`src/hdl/arp_pkg.sv`:
```
// Package for the ARP responder: microcode word layout, codes and the control store.
`timescale 1ns / 1ps

package arp_pkg;

    localparam int HDR_LEN   = 42;
    localparam int CNT_W     = 6;
    localparam int ADDR_W    = 6;
    localparam int STEP_W    = 6;
    localparam int N_CHECK   = 8;
    localparam int MAC_W     = 48;
    localparam int IP_W      = 32;
    localparam int CFG_IDX_W = 1;

    localparam logic [CNT_W-1:0]  CNT_MAX   = 6'd63;
    localparam logic [CNT_W-1:0]  CNT_FULL  = 6'(HDR_LEN - 1);
    localparam logic [STEP_W-1:0] LAST_STEP = 6'(N_CHECK + HDR_LEN - 1);

    localparam logic [CFG_IDX_W-1:0] REG_OWN_MAC = 1'd0;
    localparam logic [CFG_IDX_W-1:0] REG_OWN_IP  = 1'd1;

    localparam logic [7:0] C_ETYPE_HI = 8'h08;
    localparam logic [7:0] C_ETYPE_LO = 8'h06;
    localparam logic [7:0] C_PTYPE_LO = 8'h00;
    localparam logic [7:0] C_OP_REQ   = 8'h01;
    localparam logic [7:0] C_OP_REP   = 8'h02;
    localparam logic [7:0] C_ZERO     = 8'h00;

    typedef enum logic [1:0] {
        OP_READ = 2'd0,
        OP_CMP  = 2'd1,
        OP_EMIT = 2'd2
    } t_op;

    typedef enum logic [1:0] {
        SRC_CONST = 2'd0,
        SRC_HDR   = 2'd1,
        SRC_MAC   = 2'd2,
        SRC_IP    = 2'd3
    } t_src;

    typedef struct packed {
        t_op               op;
        t_src              src;
        logic [2:0]        sel;
        logic [7:0]        konst;
        logic [ADDR_W-1:0] addr;
        logic              last;
    } t_uword;

    typedef enum logic [1:0] {
        ST_IDLE = 2'b01,
        ST_RUN  = 2'b10
    } t_state;

    // header entry whose byte the given step consumes
    function automatic logic [ADDR_W-1:0] hdr_addr(logic [STEP_W-1:0] step);
        logic [STEP_W-1:0] e;
        logic [ADDR_W-1:0] a;
        e = step - 6'(N_CHECK);
        a = '0;
        if (step == 6'd1) begin
            a = 6'd12;
        end else if (step == 6'd2) begin
            a = 6'd13;
        end else if (step == 6'd3) begin
            a = 6'd21;
        end else if (step >= 6'd4 && step < 6'(N_CHECK)) begin
            a = step + 6'd34;
        end else if (step >= 6'(N_CHECK) && step <= LAST_STEP) begin
            if (e < 6'd6) begin
                a = e + 6'd22;
            end else if (e == 6'd14 || e == 6'd15 || e == 6'd18 || e == 6'd19) begin
                a = e;
            end else if (e >= 6'd32) begin
                a = e - 6'd10;
            end
        end
        return a;
    endfunction

    function automatic t_uword rom_word(logic [STEP_W-1:0] step);
        t_uword w;
        logic [STEP_W-1:0] e;
        w.op    = OP_READ;
        w.src   = SRC_CONST;
        w.sel   = '0;
        w.konst = C_ZERO;
        w.last  = 1'b0;
        e = step - 6'(N_CHECK);
        if (step == 6'd1) begin
            w.op = OP_CMP;  w.konst = C_ETYPE_HI;
        end else if (step == 6'd2) begin
            w.op = OP_CMP;  w.konst = C_ETYPE_LO;
        end else if (step == 6'd3) begin
            w.op = OP_CMP;  w.konst = C_OP_REQ;
        end else if (step >= 6'd4 && step < 6'(N_CHECK)) begin
            w.op = OP_CMP;  w.src = SRC_IP;  w.sel = 3'(step - 6'd4);
        end else if (step >= 6'(N_CHECK)) begin
            w.op   = OP_EMIT;
            w.last = (step == LAST_STEP);
            if (e < 6'd6) begin
                w.src = SRC_HDR;
            end else if (e < 6'd12) begin
                w.src = SRC_MAC;  w.sel = 3'(e - 6'd6);
            end else if (e == 6'd12) begin
                w.konst = C_ETYPE_HI;
            end else if (e == 6'd13) begin
                w.konst = C_ETYPE_LO;
            end else if (e == 6'd16) begin
                w.konst = C_ETYPE_HI;
            end else if (e == 6'd17) begin
                w.konst = C_PTYPE_LO;
            end else if (e == 6'd20) begin
                w.konst = C_ZERO;
            end else if (e == 6'd21) begin
                w.konst = C_OP_REP;
            end else if (e >= 6'd22 && e < 6'd28) begin
                w.src = SRC_MAC;  w.sel = 3'(e - 6'd22);
            end else if (e >= 6'd28 && e < 6'd32) begin
                w.src = SRC_IP;   w.sel = 3'(e - 6'd28);
            end else begin
                w.src = SRC_HDR;
            end
        end
        // prefetch the entry that the next step needs
        w.addr = hdr_addr(step + 6'd1);
        return w;
    endfunction

endpackage

```
`src/hdl/arp_request_responder_unit.sv`:
```
// ARP responder: frame capture store, microcoded check and reply sequencer.
`timescale 1ns / 1ps
// Receive: one word per cycle while idle; the header store is written at the accept edge.
// After the last word of a matching frame: 8 check steps, then 42 reply words, one per
// cycle unless the output stalls; input is stalled until the last reply word is issued.
// A non-matching frame of 42 words or more stalls input until the first failing compare,
// longer while an earlier reply word is still held by an output stall.
// Synchronous active-low reset clears sequencer, count, output valid and registers.
module arp_request_responder_unit (
    input  logic                            i_clk,
    input  logic                            i_rst_n,
    input  logic                            i_cfg_we,
    input  logic [arp_pkg::CFG_IDX_W-1:0]   i_cfg_index,
    input  logic [arp_pkg::MAC_W-1:0]       i_cfg_data,
    input  logic                            i_in_valid,
    output logic                            o_in_stall,
    input  logic [7:0]                      i_frame_byte,
    input  logic                            i_frame_end,
    output logic                            o_out_valid,
    input  logic                            i_out_stall,
    output logic [7:0]                      o_reply_byte,
    output logic                            o_reply_end
);

    logic [arp_pkg::MAC_W-1:0]  r_mac;
    logic [arp_pkg::IP_W-1:0]   r_ip;
    arp_pkg::t_state            r_state, n_state;
    logic [arp_pkg::CNT_W-1:0]  r_count;
    logic [arp_pkg::STEP_W-1:0] r_step;
    logic [7:0]                 r_store [arp_pkg::HDR_LEN];
    logic [7:0]                 r_rd;
    logic                       r_out_valid;
    logic [7:0]                 r_out_byte;
    logic                       r_out_end;

    arp_pkg::t_uword            w_uw;
    logic [7:0]                 w_operand;
    logic                       w_accept;
    logic                       w_adv;

    assign w_uw     = arp_pkg::rom_word(r_step);
    assign w_accept = i_in_valid && (r_state == arp_pkg::ST_IDLE);
    assign w_adv    = (r_state == arp_pkg::ST_RUN) && !(r_out_valid && i_out_stall);

    assign o_in_stall   = (r_state != arp_pkg::ST_IDLE);
    assign o_out_valid  = r_out_valid;
    assign o_reply_byte = r_out_byte;
    assign o_reply_end  = r_out_end;

    always_comb begin
        unique case (w_uw.src)
            arp_pkg::SRC_CONST: w_operand = w_uw.konst;
            arp_pkg::SRC_HDR:   w_operand = r_rd;
            arp_pkg::SRC_MAC:   w_operand = r_mac[8 * (3'd5 - w_uw.sel) +: 8];
            arp_pkg::SRC_IP:    w_operand = r_ip[8 * (2'd3 - w_uw.sel[1:0]) +: 8];
            default:            w_operand = w_uw.konst;
        endcase
    end

    always_comb begin
        n_state = r_state;
        unique case (r_state)
            arp_pkg::ST_IDLE: begin
                // frame of at least 42 words ends: start the program
                if (w_accept && i_frame_end && r_count >= arp_pkg::CNT_FULL) begin
                    n_state = arp_pkg::ST_RUN;
                end
            end
            arp_pkg::ST_RUN: begin
                if (w_adv) begin
                    if (w_uw.op == arp_pkg::OP_CMP && w_operand != r_rd) begin
                        n_state = arp_pkg::ST_IDLE;
                    end else if (w_uw.op == arp_pkg::OP_EMIT && w_uw.last) begin
                        n_state = arp_pkg::ST_IDLE;
                    end
                end
            end
            default: n_state = arp_pkg::ST_IDLE;
        endcase
    end

    always_ff @(posedge i_clk) begin
        if (!i_rst_n) begin
            r_mac <= '0;
            r_ip  <= '0;
        end else if (i_cfg_we) begin
            if (i_cfg_index == arp_pkg::REG_OWN_MAC) begin
                r_mac <= i_cfg_data;
            end else if (i_cfg_index == arp_pkg::REG_OWN_IP) begin
                r_ip <= i_cfg_data[arp_pkg::IP_W-1:0];
            end
        end
    end

    always_ff @(posedge i_clk) begin
        if (!i_rst_n) begin
            r_state <= arp_pkg::ST_IDLE;
            r_count <= '0;
            r_step  <= '0;
        end else begin
            r_state <= n_state;
            if (w_accept) begin
                if (i_frame_end) begin
                    r_count <= '0;
                end else if (r_count != arp_pkg::CNT_MAX) begin
                    r_count <= r_count + 6'd1;
                end
            end
            if (n_state == arp_pkg::ST_RUN && w_adv) begin
                r_step <= r_step + 6'd1;
            end else if (n_state == arp_pkg::ST_IDLE) begin
                r_step <= '0;
            end
        end
    end

    // header store: first 42 words written on receive, read one entry per sequencer step and while idle
    always_ff @(posedge i_clk) begin
        if (w_accept && r_count <= arp_pkg::CNT_FULL) begin
            r_store[r_count] <= i_frame_byte;
        end
        if (w_adv || r_state == arp_pkg::ST_IDLE) begin
            r_rd <= r_store[w_uw.addr];
        end
    end

    always_ff @(posedge i_clk) begin
        if (!i_rst_n) begin
            r_out_valid <= 1'b0;
        end else if (w_adv && w_uw.op == arp_pkg::OP_EMIT) begin
            r_out_valid <= 1'b1;
        end else if (!i_out_stall) begin
            r_out_valid <= 1'b0;
        end
    end

    always_ff @(posedge i_clk) begin
        if (w_adv && w_uw.op == arp_pkg::OP_EMIT) begin
            r_out_byte <= w_operand;
            r_out_end  <= w_uw.last;
        end
    end

endmodule
```
`config.mk`:
```
export PLATFORM = sky130hd
export DESIGN_NAME = arp_request_responder_unit
export DESIGN_NICKNAME = d
export VERILOG_FILES = /design/src/hdl/arp_pkg.sv /design/src/hdl/arp_request_responder_unit.sv
export SDC_FILE = /design/constraint.sdc
export NUM_CORES = 1
export LEC_CHECK = 0
export ABC_CLOCK_PERIOD_IN_PS = 9600
export BUFFER_PORTS_ARGS = -buffer_cell sky130_fd_sc_hd__buf_4
export CAP_MARGIN = 20
export CORE_MARGIN = 3
export CORE_UTILIZATION = 47
export DETAILED_ROUTE_END_ITERATION = 16
export SYNTH_ARGS = -nofsm -noshare
export SYNTH_HDL_FRONTEND = slang
export SYNTH_SLANG_ARGS = --single-unit
export TNS_END_PERCENT = 30
```
`constraint.sdc`:
```
create_clock -name i_clk -period 9.6 [get_ports i_clk]
set_input_delay 0 -clock i_clk [delete_from_list [all_inputs] [get_ports i_clk]]
set_output_delay 0 -clock i_clk [all_outputs]
set_load 0.1 [all_outputs]
```
* Word level (Yosys, flattened, before mapping)
Memory sizes are Yosys's and may differ from the RTL's. A register that Yosys moved wholly into a read port is not among the register bits.
Cells that the tools add are included.
** Storage, ports and cells
- Bits in registers :: 104
- Bits in writable memories :: 336
- Output and inout bits :: 11
- Logic and storage cells :: 156
- Memories :: 1
** Memory list
- r_store :: words 42, width 8, rd ports 1, clocked after Yosys merged registers in 1, write ports 1, line arp_request_responder_unit.sv:30 : logic [7:0] r_store [arp_pkg::HDR_LEN];
** Cells by class
- Add/sub/neg operators :: 13
- Magnitude comparators :: 17
- Eq/ne operators :: 30
- Shift operators :: 2
- Mux-type cells :: 58
- Bitwise gates (word level) :: 1
- Reduce and logical (&&, ||, !) cells :: 26
** Operators with widths (number)
- $mux 6 :: 12
- $mux 5 :: 11
- $shiftx 48x33->8 :: 1
- $eq 6x5->1 const B :: 6
- $shiftx 32x33->8 :: 1
- $mux 8 :: 4
- $pmux 8 s4 :: 1
- $eq 6x2->1 const B :: 4
- $eq 6x4->1 const B :: 4
- $mux 2 :: 12
- $lt 6x4->1 const B :: 3
- $sub 6x4->6 const B :: 3
- $mux 4 :: 4
- $logic_and 1x1->1 :: 15
- $mux 15 :: 1
- $add 6x1->6 const B :: 2
- $eq 6x1->1 const B :: 2
- $ge 6x3->1 const B :: 2
- $ge 6x4->1 const B :: 2
- $ge 6x5->1 const B :: 2
- $ge 6x6->1 const B :: 2
- $le 6x6->1 const B :: 2
- $lt 6x3->1 const B :: 2
- $sub 3x3->3 const B :: 4
- 23 further kinds :: 45

* Depth between registers and ports, before layout
Gate-level depths: netlist (run 1).
- Depth after elaboration :: 29
- Gate-level depth with buffers :: 25

* Worst setup path after synthesis (run 1)
No wires, ideal clock.
- Kind :: register to register
- From :: reg r_step[3] (netlist bit)
- To :: reg r_step[5] (netlist bit)
- Library setup time :: 0.079 ns
- Arrival :: 4.688 ns
- Data required time :: 9.521 ns
- Slack :: 4.833 ns
- Cell stages (with the launch flop) :: 24
- Clock period less this slack :: 4.767 ns
- Path through :: dfxtp_1 buf_6 inv_1 ha_1 buf_6 or2b_1 and2_4 o2111ai_4 a21oi_4 o21ai_2 inv_2 ha_1 clkbuf_1 clkbuf_8 o21ai_0 a31oi_1 mux2i_1 o32a_2 and3_2 a2111oi_4 nand4_1 a31oi_4 a21bo_4 o221ai_2
** Between the ends
- Longest elaborated chain between the ends :: 29
- Elaborated cells on any way between the ends :: 83
- Those cells by class :: add/sub: 4; order compare: 9; eq/ne: 18; shift: 2; mux: 42; reduce/logical: 8
** RTL lines
- start, declared :: line arp_request_responder_unit.sv:29 : logic [arp_pkg::STEP_W-1:0] r_step;
- start signal, assigned :: line arp_request_responder_unit.sv:110 : r_step <= r_step + 6'd1;
- $sub 6x4->6 :: line arp_pkg.sv:90 : e = step - 6'(N_CHECK);
- $ge 6x5->1 / $lt 6x6->1 (equally long branches) :: line arp_pkg.sv:120 : end else if (e >= 6'd28 && e < 6'd32) begin
- $logic_and 1x1->1 :: line arp_pkg.sv:120
- $mux 3 :: line arp_pkg.sv:120
- $mux 5 :: line arp_pkg.sv:118 : end else if (e >= 6'd22 && e < 6'd28) begin
- $mux 5 :: line arp_pkg.sv:116 : end else if (e == 6'd21) begin
- $mux 5 :: line arp_pkg.sv:114 : end else if (e == 6'd20) begin
- $mux 5 :: line arp_pkg.sv:112 : end else if (e == 6'd17) begin
- [... 13 more ...]
- $ne 8x8->1 :: line arp_request_responder_unit.sv:71 : if (w_uw.op == arp_pkg::OP_CMP && w_operand != r_rd) begin
- $logic_and 1x1->1 :: line arp_request_responder_unit.sv:71
- $mux 2 :: line arp_request_responder_unit.sv:71
- $mux 2 :: line arp_request_responder_unit.sv:70 : if (w_adv) begin
- $pmux 2 s2 :: line arp_request_responder_unit.sv:62 : unique case (r_state)
- $eq 2x2->1 :: line arp_request_responder_unit.sv:109 : if (n_state == arp_pkg::ST_RUN && w_adv) begin
- $logic_and 1x1->1 :: line arp_request_responder_unit.sv:109
- $mux 6 / $reduce_bool 2->1 (equally long branches)
Parallel ways exist; a longest one is shown, timed or not.
A chain may end at the register's enable or synchronous reset.

* Final worst setup path (run 1)
- From :: reg r_step[1] (netlist bit)
- To :: reg r_rd[2] (read register of r_store) (data pin)
** Between the ends
- Longest elaborated chain between the ends :: 13
- Elaborated cells on any way between the ends :: 31
- Those cells by class :: add/sub: 5; order compare: 6; eq/ne: 7; mux: 8; reduce/logical: 5
** RTL lines
- $add 6x1->6 (*) :: line arp_pkg.sv:127 : w.addr = hdr_addr(step + 6'd1);
- branches (longest 11 deep; another with $sub 6x4->6)
- $mux 6 (*) :: line arp_pkg.sv:62 : if (step == 6'd1) begin
- end, declared :: line arp_request_responder_unit.sv:31 : logic [7:0] r_rd;
Every way passes the cells marked *.

==> results_dict.tcl, run 1 <==
set metrics [dict create \
    ys_seq_area_share_pct 60.6 \
    ys_ff_latch 448 \
    max_freq_ghz 0.157 \
    layout_common_cells "nand2_1 (443), edfxtp_1 (353), a211oi_1 (96)" \
    grt_pass1_vias 14223 \
    top_layer "met4" \
    drc 0 \
    wl_microns 55700 \
    first_iter_violations 1411 \
    synth-main-ff-cell "edfxtp_1" \
    dp.final_hpwl_microns 33700 \
    post-route-period-util_pct 66.3 \
    numCtsBuffers 48 \
    slew_violations 0 \
    postCtsSetupBuffers 0 \
    comb_power_share_pct 3.9 \
    diodes 0 \
    vdd_ir_drop_max_mv 0.147 \
    p_sw_share_pct 21.4 \
    grt_pass1_wl_microns 86200 \
    setup_violations 0 \
    synth_top_family_by_area "simple AND/OR/NAND/NOR gates" \
    numPortBuffers 73 \
    p_leak_uw 0.00796 \
    pwr-share-seq_pct 52.0 \
    reg2reg_depth 16 \
    finalHoldViolations 0 \
    final_common_cell "nand2_1" \
    fill_cells 3680 \
    setup_tns_ps 0 \
    rsz0062_at_grt "false" \
    die_h_microns 215 \
    synthAdderAreaFrac_pct 1.27 \
    numClockSinks 448 \
    power_uw 4090 \
    crit_type "reg -> reg" \
    ios 74 \
    synthXorXnorAreaFrac_pct 0.473 \
    cp.required_ps 10060 \
    clock_path_buffers 3 \
    met1Wirelength_microns 24500 \
    synth-warning-count 0 \
    antenna_found_initial 0 \
    path_max_fanout 76 \
    clk_latency_ps 590 \
    wl_met2_microns 26100 \
    async_flop_share_pct 0 \
    drive_gt1_share_pct 11.9 \
    dpl.cell_count 2400 \
    cp-end-kind "flop" \
    core_area_sq_um 43200 \
    start_util_pct 47.8 \
    fin_nets 2023 \
    htreeDepth 2 \
    status "complete, no violations" \
    clk_pin_slew_ps 60 \
    vias 14694 \
    clkPwrFrac_pct 44.1 \
    multi_input_area_sq_um 7460 \
    final_cells 2560 \
    switching_power_uw 878 \
    hold_depth 4 \
    slew_headroom_pct 27.7 \
    synth.avg_cell_area_sq_um 11.2 \
    grt_max_degree 169 \
    synth_edf_count 353 \
    synth_area_sq_um 20600 \
    fp-row-count 76 \
    crit_arrival_ps 6820 \
    synthSimpleGateAreaFrac_pct 16.4 \
    startpoint_type "flop" \
    grt_overflow 0 \
    die_width_microns 215 \
    internal-power_uw 3220 \
    power_density_nw_per_um2 172 \
    synth_compound_gate_area_share_pct 15.8 \
    fp.dieArea_sq_um 46400 \
    place_congestion 0.915 \
    final_util_pct 55.2 \
    ant_nets 0 \
    cts-root-buf "clkbuf_16" \
    wl_per_cell_microns 21.7 \
    netlist_instances 1844 \
    synth.mux.area_fraction_pct 2.04 \
    area_growth_pct 15.5 \
    hp-class "in -> reg" \
    synth_cell_types 108 \
    synth_nets 1928 \
    fin_skew_ps 10.9 \
    grtUsageTotal_pct 23.8 \
    min_period_ps 6370 \
    pre_cts_ws_ps 3260 \
    drv_cap 0 \
    viasPerCell 5.74 \
    finalWorstSetupSlack_ps 3230 \
    met3_length_microns 3210 \
    cts_tree "done" \
    tightest_slew_ps 1080 \
    dr.pass1.iters 6 \
    area.sequential_sq_um 12500 \
]
-- cell families after synthesis --
kind of cell,count (synthesis)
simple gates,743
compound gates,442
fa+ha+maj,21
mux,32
xor+xnor,9
buf+inv,149
flops,448
-- layout make-up --
| class | count | share of cell area, % |
|---|---|---|
| sequential | 448 | 52.5 |
| multi-input combinational | 1247 | 31.3 |
| timing repair buffer | 167 | 6.24 |
| clock buffer | 62 | 5.48 |
| tap | 585 | 3.07 |
| clock inverter | 24 | 0.967 |
| inverter | 27 | 0.425 |
-- worst paths after layout --
path | end | start | slack [ps]
max | r_rd[2] | r_step[1] | 3230
min | r_count[4] | i_in_valid | 100
max reg2reg | r_rd[2] | r_step[1] | 3230
min reg2reg | r_ip[5] | r_ip[5] | 460
-- per-layer routing --
metal  vias up  track usage, %
met1      7148            32.5
met4         0            9.05
met3       105            3.77
met5         -               0
li1       6992               -
met2       449            38.7
-- state kept, by name, summed over array words and instances (netlist names) --
| name | cells |
|---|---|
| r_step | 6 |
| o_reply_byte | 8 |
| r_store | 336 |
| r_count | 6 |
| r_ip | 32 |
| r_state | 2 |
| r_mac | 48 |
| r_rd | 8 |
| o_out_valid | 1 |
| o_reply_end | 1 |
-- synthesized netlist by cell type, drive strengths merged (23+ instances only) --
cell    count  area, sq um
a21boi     67          518
edfxtp    353        10600
clkbuf     84          389
o21ai      50          280
a211oi     96          721
a311oi     32          280
and2       71          447
dfxtp      95         1900
a21oi      80          434
nand3      44          255
inv        26         97.6
buf        38          224
a31oi      42          278
nand2     443         1660
nor2       76          290
nor3       30          155
mux2i      23          230
-- worst max-delay path, stage by stage, from the launching register on --
cell and delay (ps):
dfxtp_1 690, ha_1 400, nand3_1 130, xnor2_1 550
inv_1 140, ha_1 380, or3_1 380, a21oi_1 230
o21ai_1 140, a211oi_1 440, or2_4 830, buf_4 600
a211oi_1 150, a31oi_1 270, a21oi_1 150, a21oi_1 370
mux4_2 300
-- metrics by stage --
step / hold slack, ps / area (sq um)
after detailed placement: 271 / 21500
after floorplan: 98.9 / 20600
after CTS: 45.6 / 23800
after global placement: 269 / 21500
after global routing: 108 / 23800
final: 97.8 / 23800
-- repair_timing --
action	CTS	global route
hold buffers	70	1
resized for setup	0	0
endpoints found under the hold margin	430	10
-- power groups by stage --
stage	clock network (uW)	logic (uW)	registers (uW)
after global routing	1920	175	2130
after detailed placement	0	134	2170
final	1800	160	2130
after global placement	0	131	2170
after floorplan	0	64.6	2160
after CTS	1840	156	2130
Note: power is estimated with default switching activity, not from simulation.
==> inputs of run 2 (changes only) <==
--- a/config.mk
+++ b/config.mk
@@ -5,7 +5,7 @@
 export SDC_FILE = /design/constraint.sdc
 export NUM_CORES = 1
 export LEC_CHECK = 0
-export ABC_CLOCK_PERIOD_IN_PS = 9600
+export ABC_CLOCK_PERIOD_IN_PS = 6300
 export BUFFER_PORTS_ARGS = -buffer_cell sky130_fd_sc_hd__buf_4
 export CAP_MARGIN = 20
 export CORE_MARGIN = 3
==> constraint.sdc (replaced) <==
create_clock -name i_clk -period 6.3 [get_ports i_clk]
set_input_delay 0 -clock i_clk [delete_from_list [all_inputs] [get_ports i_clk]]
set_output_delay 0 -clock i_clk [all_outputs]
set_load 0.1 [all_outputs]
==> run 2 against run 1 <==
  * Flip-flop and latch count is the same
  * Non-clock buffer count grew 18
  * Clock skew grew 19 ps
  * Critical path type unchanged
  * Largest cell class unchanged
==> results_dict.tcl, run 2 (synthesis gave the netlist of run 1 again) <==
set metrics [dict create \
    dr.pass1.iters 5 \
    grt_pass1_vias 14544 \
    grt_max_degree 73 \
    clock_path_buffers 3 \
    pre_cts_ws_ps 796 \
    ant_nets 0 \
    critPathLaunch "r_step[4]" \
    postCtsSetupBuffers 0 \
    switching_power_uw 1290 \
    grt_pass1_wl_microns 86000 \
    cts-root-buf "clkbuf_16" \
    internal-power_uw 4870 \
    die_h_microns 215 \
    reg2reg_to "r_step[5]" \
    vias 14856 \
    cts_tree "done" \
    rsz0062_at_grt "false" \
    fin_skew_ps 30.0 \
    numPortBuffers 73 \
    die_width_microns 215 \
    drive_gt1_share_pct 12.7 \
    reg2reg_depth 19 \
    numCtsBuffers 48 \
    layout_common_cells "nand2_1 (443), edfxtp_1 (353), buf_4 (108)" \
    first_iter_violations 1427 \
    top_regs "r_store (336), r_mac (48), r_ip (32)" \
    numClockSinks 448 \
    post-route-period-util_pct 88.3 \
    path_max_fanout 17 \
    final_common_cell "nand2_1" \
    diodes 0 \
    hp-class "in -> reg" \
    largest_register_ffs 336 \
    fin_nets 2041 \
    core_area_sq_um 43200 \
    finalWorstSetupSlack_ps 736 \
    vdd_ir_drop_max_mv 0.265 \
    slew_violations 0 \
    area_growth_pct 15.9 \
    grtUsageTotal_pct 23.6 \
    grt_overflow 0 \
    p_sw_share_pct 21.0 \
    p_leak_uw 0.00807 \
    top_register "r_store" \
    setup_tns_ps 0 \
    r2r-start "r_step[4]" \
    status "complete, no violations" \
    slew_headroom_pct 27.6 \
    clkPwrFrac_pct 43.4 \
    viasPerCell 5.77 \
    r2r_slack_ps 740 \
    crit_type "reg -> reg" \
    cp.required_ps 6790 \
    dp.final_hpwl_microns 35000 \
    ios 74 \
    start_util_pct 47.8 \
    comb_power_share_pct 3.9 \
    crit_arrival_ps 6050 \
    antenna_found_initial 0 \
    endpoint "r_step[5]" \
    power_density_nw_per_um2 258 \
    wl_microns 55400 \
    cp-end-kind "flop" \
    startpoint_type "flop" \
    clk_latency_ps 590 \
    setup_violations 0 \
    tightest_slew_ps 1080 \
    htreeDepth 2 \
    place_congestion 0.923 \
    wl_per_cell_microns 21.5 \
    fp-row-count 76 \
    fp.dieArea_sq_um 46400 \
    max_freq_ghz 0.180 \
    drc 0 \
    final_util_pct 55.4 \
    drv_cap 0 \
    finalHoldViolations 0 \
    min_period_ps 5560 \
    pwr-share-seq_pct 52.7 \
    clk_pin_slew_ps 60 \
]
==> run 2: critical path, stage by stage (launching register included) <==
cell and delay [ps]:
dfxtp_1 520, inv_1 150, ha_1 420, or2b_1 300
and2_4 160, o2111ai_4 340, a21oi_4 170, o21ai_2 90
buf_4 170, inv_2 80, ha_1 640, inv_1 200
a21oi_2 180, a21oi_1 120, or3_4 420, a2111oi_4 410
nand4_1 210, a31oi_4 430, a21bo_4 300, o221ai_2 170
==> run 2: per-stage QoR <==
step           cells  hold WS [ps]  cell area, sq um  total power [uW]
2_1_floorplan   1844          98.9             20600              3390
3_3_place_gp    2422           266             21700              3500
3_5_place_dp    2422           269             21700              3510
4_1_cts         2573          1.14             23900              6210
5_1_grt         2575          49.8             23900              6340
6_report        2575          18.4             23900              6160
==> run 2: worst min path at each step <==
stage / start / end / slack, ps / depth (start not counted)
finish: i_cfg_we / r_ip[22] / 20 / 5
global route: i_cfg_we / r_ip[21] / 50 / 5
CTS: i_cfg_we / r_ip[10] / 1 / 5
detailed placement: i_rst_n / r_state[0] / 270 / 2
global placement: i_cfg_data[41] / r_mac[41] / 270 / 3
floorplan: i_frame_byte[0] / r_store[0][0] / 100 / 0
==> run 2: power by group through the flow <==
stage	combinational, uW	clock (uW)	sequential, uW
after floorplan	98.5	0	3300
after global placement	198	0	3310
after detailed placement	202	0	3310
after CTS	237	2730	3240
after global routing	260	2840	3250
final	238	2680	3250
==> run 2: routing by layer <==
layer  track usage (%)  wire (microns)  part of all wire, %  vias up
met5                 0               0                    0        -
li1                  -               -                    -     7031
met1              31.2           23500                   42     7252
met3              2.79            2760                  5.0      107
met2              40.5           27300                   49      466
met4              8.31            1860                  3.3        0
==> run 2: timing repair <==
action                    CTS  global route
resized for setup           0             0
hold endpoints to repair  429             0
hold buffers               68             0
==> run 2: final cells by class <==
cell class	instances	area (sq um)
fill	3699	19300
sequential	448	12500
tap	585	732
clock inverter	15	133
multi-input combinational	1247	7460
inverter	27	101
timing repair buffer	185	1640
clock buffer	68	1340
==> inputs of run 3 (changes only) <==
--- a/config.mk
+++ b/config.mk
@@ -5,11 +5,11 @@
 export SDC_FILE = /design/constraint.sdc
 export NUM_CORES = 1
 export LEC_CHECK = 0
-export ABC_CLOCK_PERIOD_IN_PS = 6300
+export ABC_CLOCK_PERIOD_IN_PS = 5800
 export BUFFER_PORTS_ARGS = -buffer_cell sky130_fd_sc_hd__buf_4
 export CAP_MARGIN = 20
 export CORE_MARGIN = 3
-export CORE_UTILIZATION = 47
+export CORE_UTILIZATION = 45
 export DETAILED_ROUTE_END_ITERATION = 16
 export SYNTH_ARGS = -nofsm -noshare
 export SYNTH_HDL_FRONTEND = slang
==> constraint.sdc (replaced) <==
create_clock -name i_clk -period 5.8 [get_ports i_clk]
set_input_delay 0 -clock i_clk [delete_from_list [all_inputs] [get_ports i_clk]]
set_output_delay 0 -clock i_clk [all_outputs]
set_load 0.1 [all_outputs]
==> run 3 against run 2 <==
  * Critical path depth is the same
  * Sequential power grew 8.3%
  * Clock power grew 8.6%
  * Count of clock-buffer cells in the layout shrank 3
  * Global-route usage shrank 0.43 points
  * Routed wire length grew 1.9%
  * Utilization shrank 1.6 points
  * Maximum frequency grew 2.9%
  * First-iteration DRC count shrank 9.7%
  * Register-to-register slack lost 340 ps
  * Non-clock buffer count grew 15
  * Critical endpoint is now r_step[4]
  * Largest cell class unchanged
  * Largest power group unchanged
==> results_dict.tcl, run 3 (synthesis gave the netlist of run 1 again) <==
set metrics [dict create \
    drv_cap 0 \
    numClockSinks 448 \
    slew_violations 0 \
    r2r_slack_ps 400 \
    clk_pin_slew_ps 60 \
    setup_tns_ps 0 \
    place_congestion 0.931 \
    status "complete, no violations" \
    postCtsSetupBuffers 0 \
    grtUsageTotal_pct 23.2 \
    ant_nets 0 \
    endpoint "r_step[4]" \
    grtUsageMet2_pct 39.2 \
    top_register "r_store" \
    cts-root-buf "clkbuf_16" \
    antenna_found_initial 0 \
    setup_violations 0 \
    slowest_delay_ps 590 \
    grt_pass1_wl_microns 85700 \
    wl_microns 56500 \
    vias 14906 \
    die_h_microns 220 \
    path_common_cell "a21oi_4" \
    placed_area_sq_um 21800 \
    numCtsBuffers 47 \
    hp-class "in -> reg" \
    critPathLaunch "r_step[4]" \
    cp-end-kind "flop" \
    p_leak_uw 0.00812 \
    finalHoldViolations 0 \
    core_area_sq_um 44700 \
    tightest_slew_ps 1080 \
    crit_arrival_ps 5900 \
    fp-row-count 77 \
    layout_common_cells "nand2_1 (443), edfxtp_1 (353), buf_4 (116)" \
    rsz0062_at_grt "false" \
    clk_latency_ps 580 \
    clock_path_buffers 3 \
    startpoint_type "flop" \
    ios 74 \
    path_cells "inv_1 > ha_1 > nand3b_1 > and2_4 > o2111ai_4 > a21oi_4 > o21ai_2 > inv_2 > ha_2 > mux2i_1 > mux2_2 > nor3_1 > a2111oi_0 > o311a_2 > o2111a_1 > nand4_1 > a21oi_4 > or3b_1 > o211ai_2" \
    reg2reg_depth 19 \
    fp.dieArea_sq_um 48400 \
    post-route-period-util_pct 93.2 \
    diodes 0 \
    grt_overflow 0 \
    die_width_microns 220 \
    cpMaxStageDelayCell "dfxtp_1" \
    use_met3_pct 3.39 \
    numPortBuffers 73 \
    stdcell_area_sq_um 24100 \
    gr-max-usage-layer "met2" \
    largest_register_ffs 336 \
    htreeDepth 2 \
    area_growth_pct 16.6 \
    r2r-start "r_step[4]" \
    dr.pass1.iters 6 \
    viasPerCell 5.73 \
    first_iter_violations 1288 \
    fin_skew_ps 25.4 \
    wl_per_cell_microns 21.7 \
    path_max_fanout 18 \
    max_freq_ghz 0.185 \
    grt_pass1_vias 14370 \
    start_util_pct 46.1 \
    final_common_cell "nand2_1" \
    cts_tree "done" \
    dp.final_hpwl_microns 36100 \
    power_density_nw_per_um2 278 \
    drive_gt1_share_pct 13.2 \
    grt_max_degree 83 \
    min_period_ps 5400 \
    slew_headroom_pct 27.7 \
    fin_nets 2055 \
    crit_type "reg -> reg" \
    reg2reg_to "r_step[4]" \
    cp.required_ps 6290 \
    use_met1_pct 30.7 \
    top_regs "r_store (336), r_mac (48), r_ip (32)" \
    drc 0 \
    vdd_ir_drop_max_mv 0.258 \
]
==> run 3: critical path, delay by kind of cell, from the launching register on <==
family	cells	cell delay [ps]
buffers and inverters	2	270
AND/OR/NAND/NOR	5	1070
multiplexers	2	430
AO/OA/AOI/OAI	8	1900
adder cells (fa/ha/maj)	2	1040
flip-flops	1	590
==> run 3: how the worst min path moves through the flow <==
stage          slack, ps  cells past startpoint       startpoint             to
2_1_floorplan        100                      0  i_frame_byte[0]  r_store[0][0]
3_3_place_gp         270                      3   i_cfg_data[12]       r_ip[12]
3_5_place_dp         280                      3   i_cfg_data[14]       r_ip[14]
4_1_cts               70                      4       i_in_valid     r_count[4]
5_1_grt              140                      4       i_in_valid     r_count[4]
6_report             120                      4       i_in_valid     r_count[4]
==> run 3: layout make-up <==
type                       count  area (sq um)
clock inverter                21           181
clock buffer                  65          1310
timing repair buffer         200          1760
tap                          592           741
fill                        3855         20600
inverter                      27           101
sequential                   448         12500
multi-input combinational   1247          7460
==> run 3: report_power, final <==
part	leakage [uW]	switching [uW]	internal, uW
Clock	0.000724	1240	1670
Sequential	0.00396	25.7	3500
Combinational	0.00343	164	103
Total	0.00812	1430	5270
==> run 3: what timing repair did <==
action | 4_1_cts | 5_1_grt
hold buffers | 73 | 0
endpoints found under the setup margin | 0 | 6
gates resized for setup | 0 | 2
endpoints found under the hold margin | 423 | 0
==> run 3: per-layer routing <==
| metal | share of wire [%] | wire length (microns) |
|---|---|---|
| met5 | 0 | 0 |
| met4 | 3.1 | 1770 |
| met3 | 5.9 | 3320 |
| met2 | 48 | 27100 |
| met1 | 43 | 24300 |
==> run 3: per-stage QoR <==
| step | hold slack, ps | utilization, % | power (uW) | instances | setup WS (ps) |
|---|---|---|---|---|---|
| 6_report | 116 | 53.8 | 6700 | 2600 | 396 |
| 3_3_place_gp | 265 | 48.7 | 3810 | 2434 | 333 |
| 3_5_place_dp | 275 | 48.7 | 3820 | 2437 | 267 |
| 4_1_cts | 65.3 | 53.7 | 6760 | 2596 | 273 |
| 2_1_floorplan | 98.9 | - | 3690 | 1844 | 1030 |
| 5_1_grt | 144 | 53.8 | 6910 | 2600 | 48.2 |
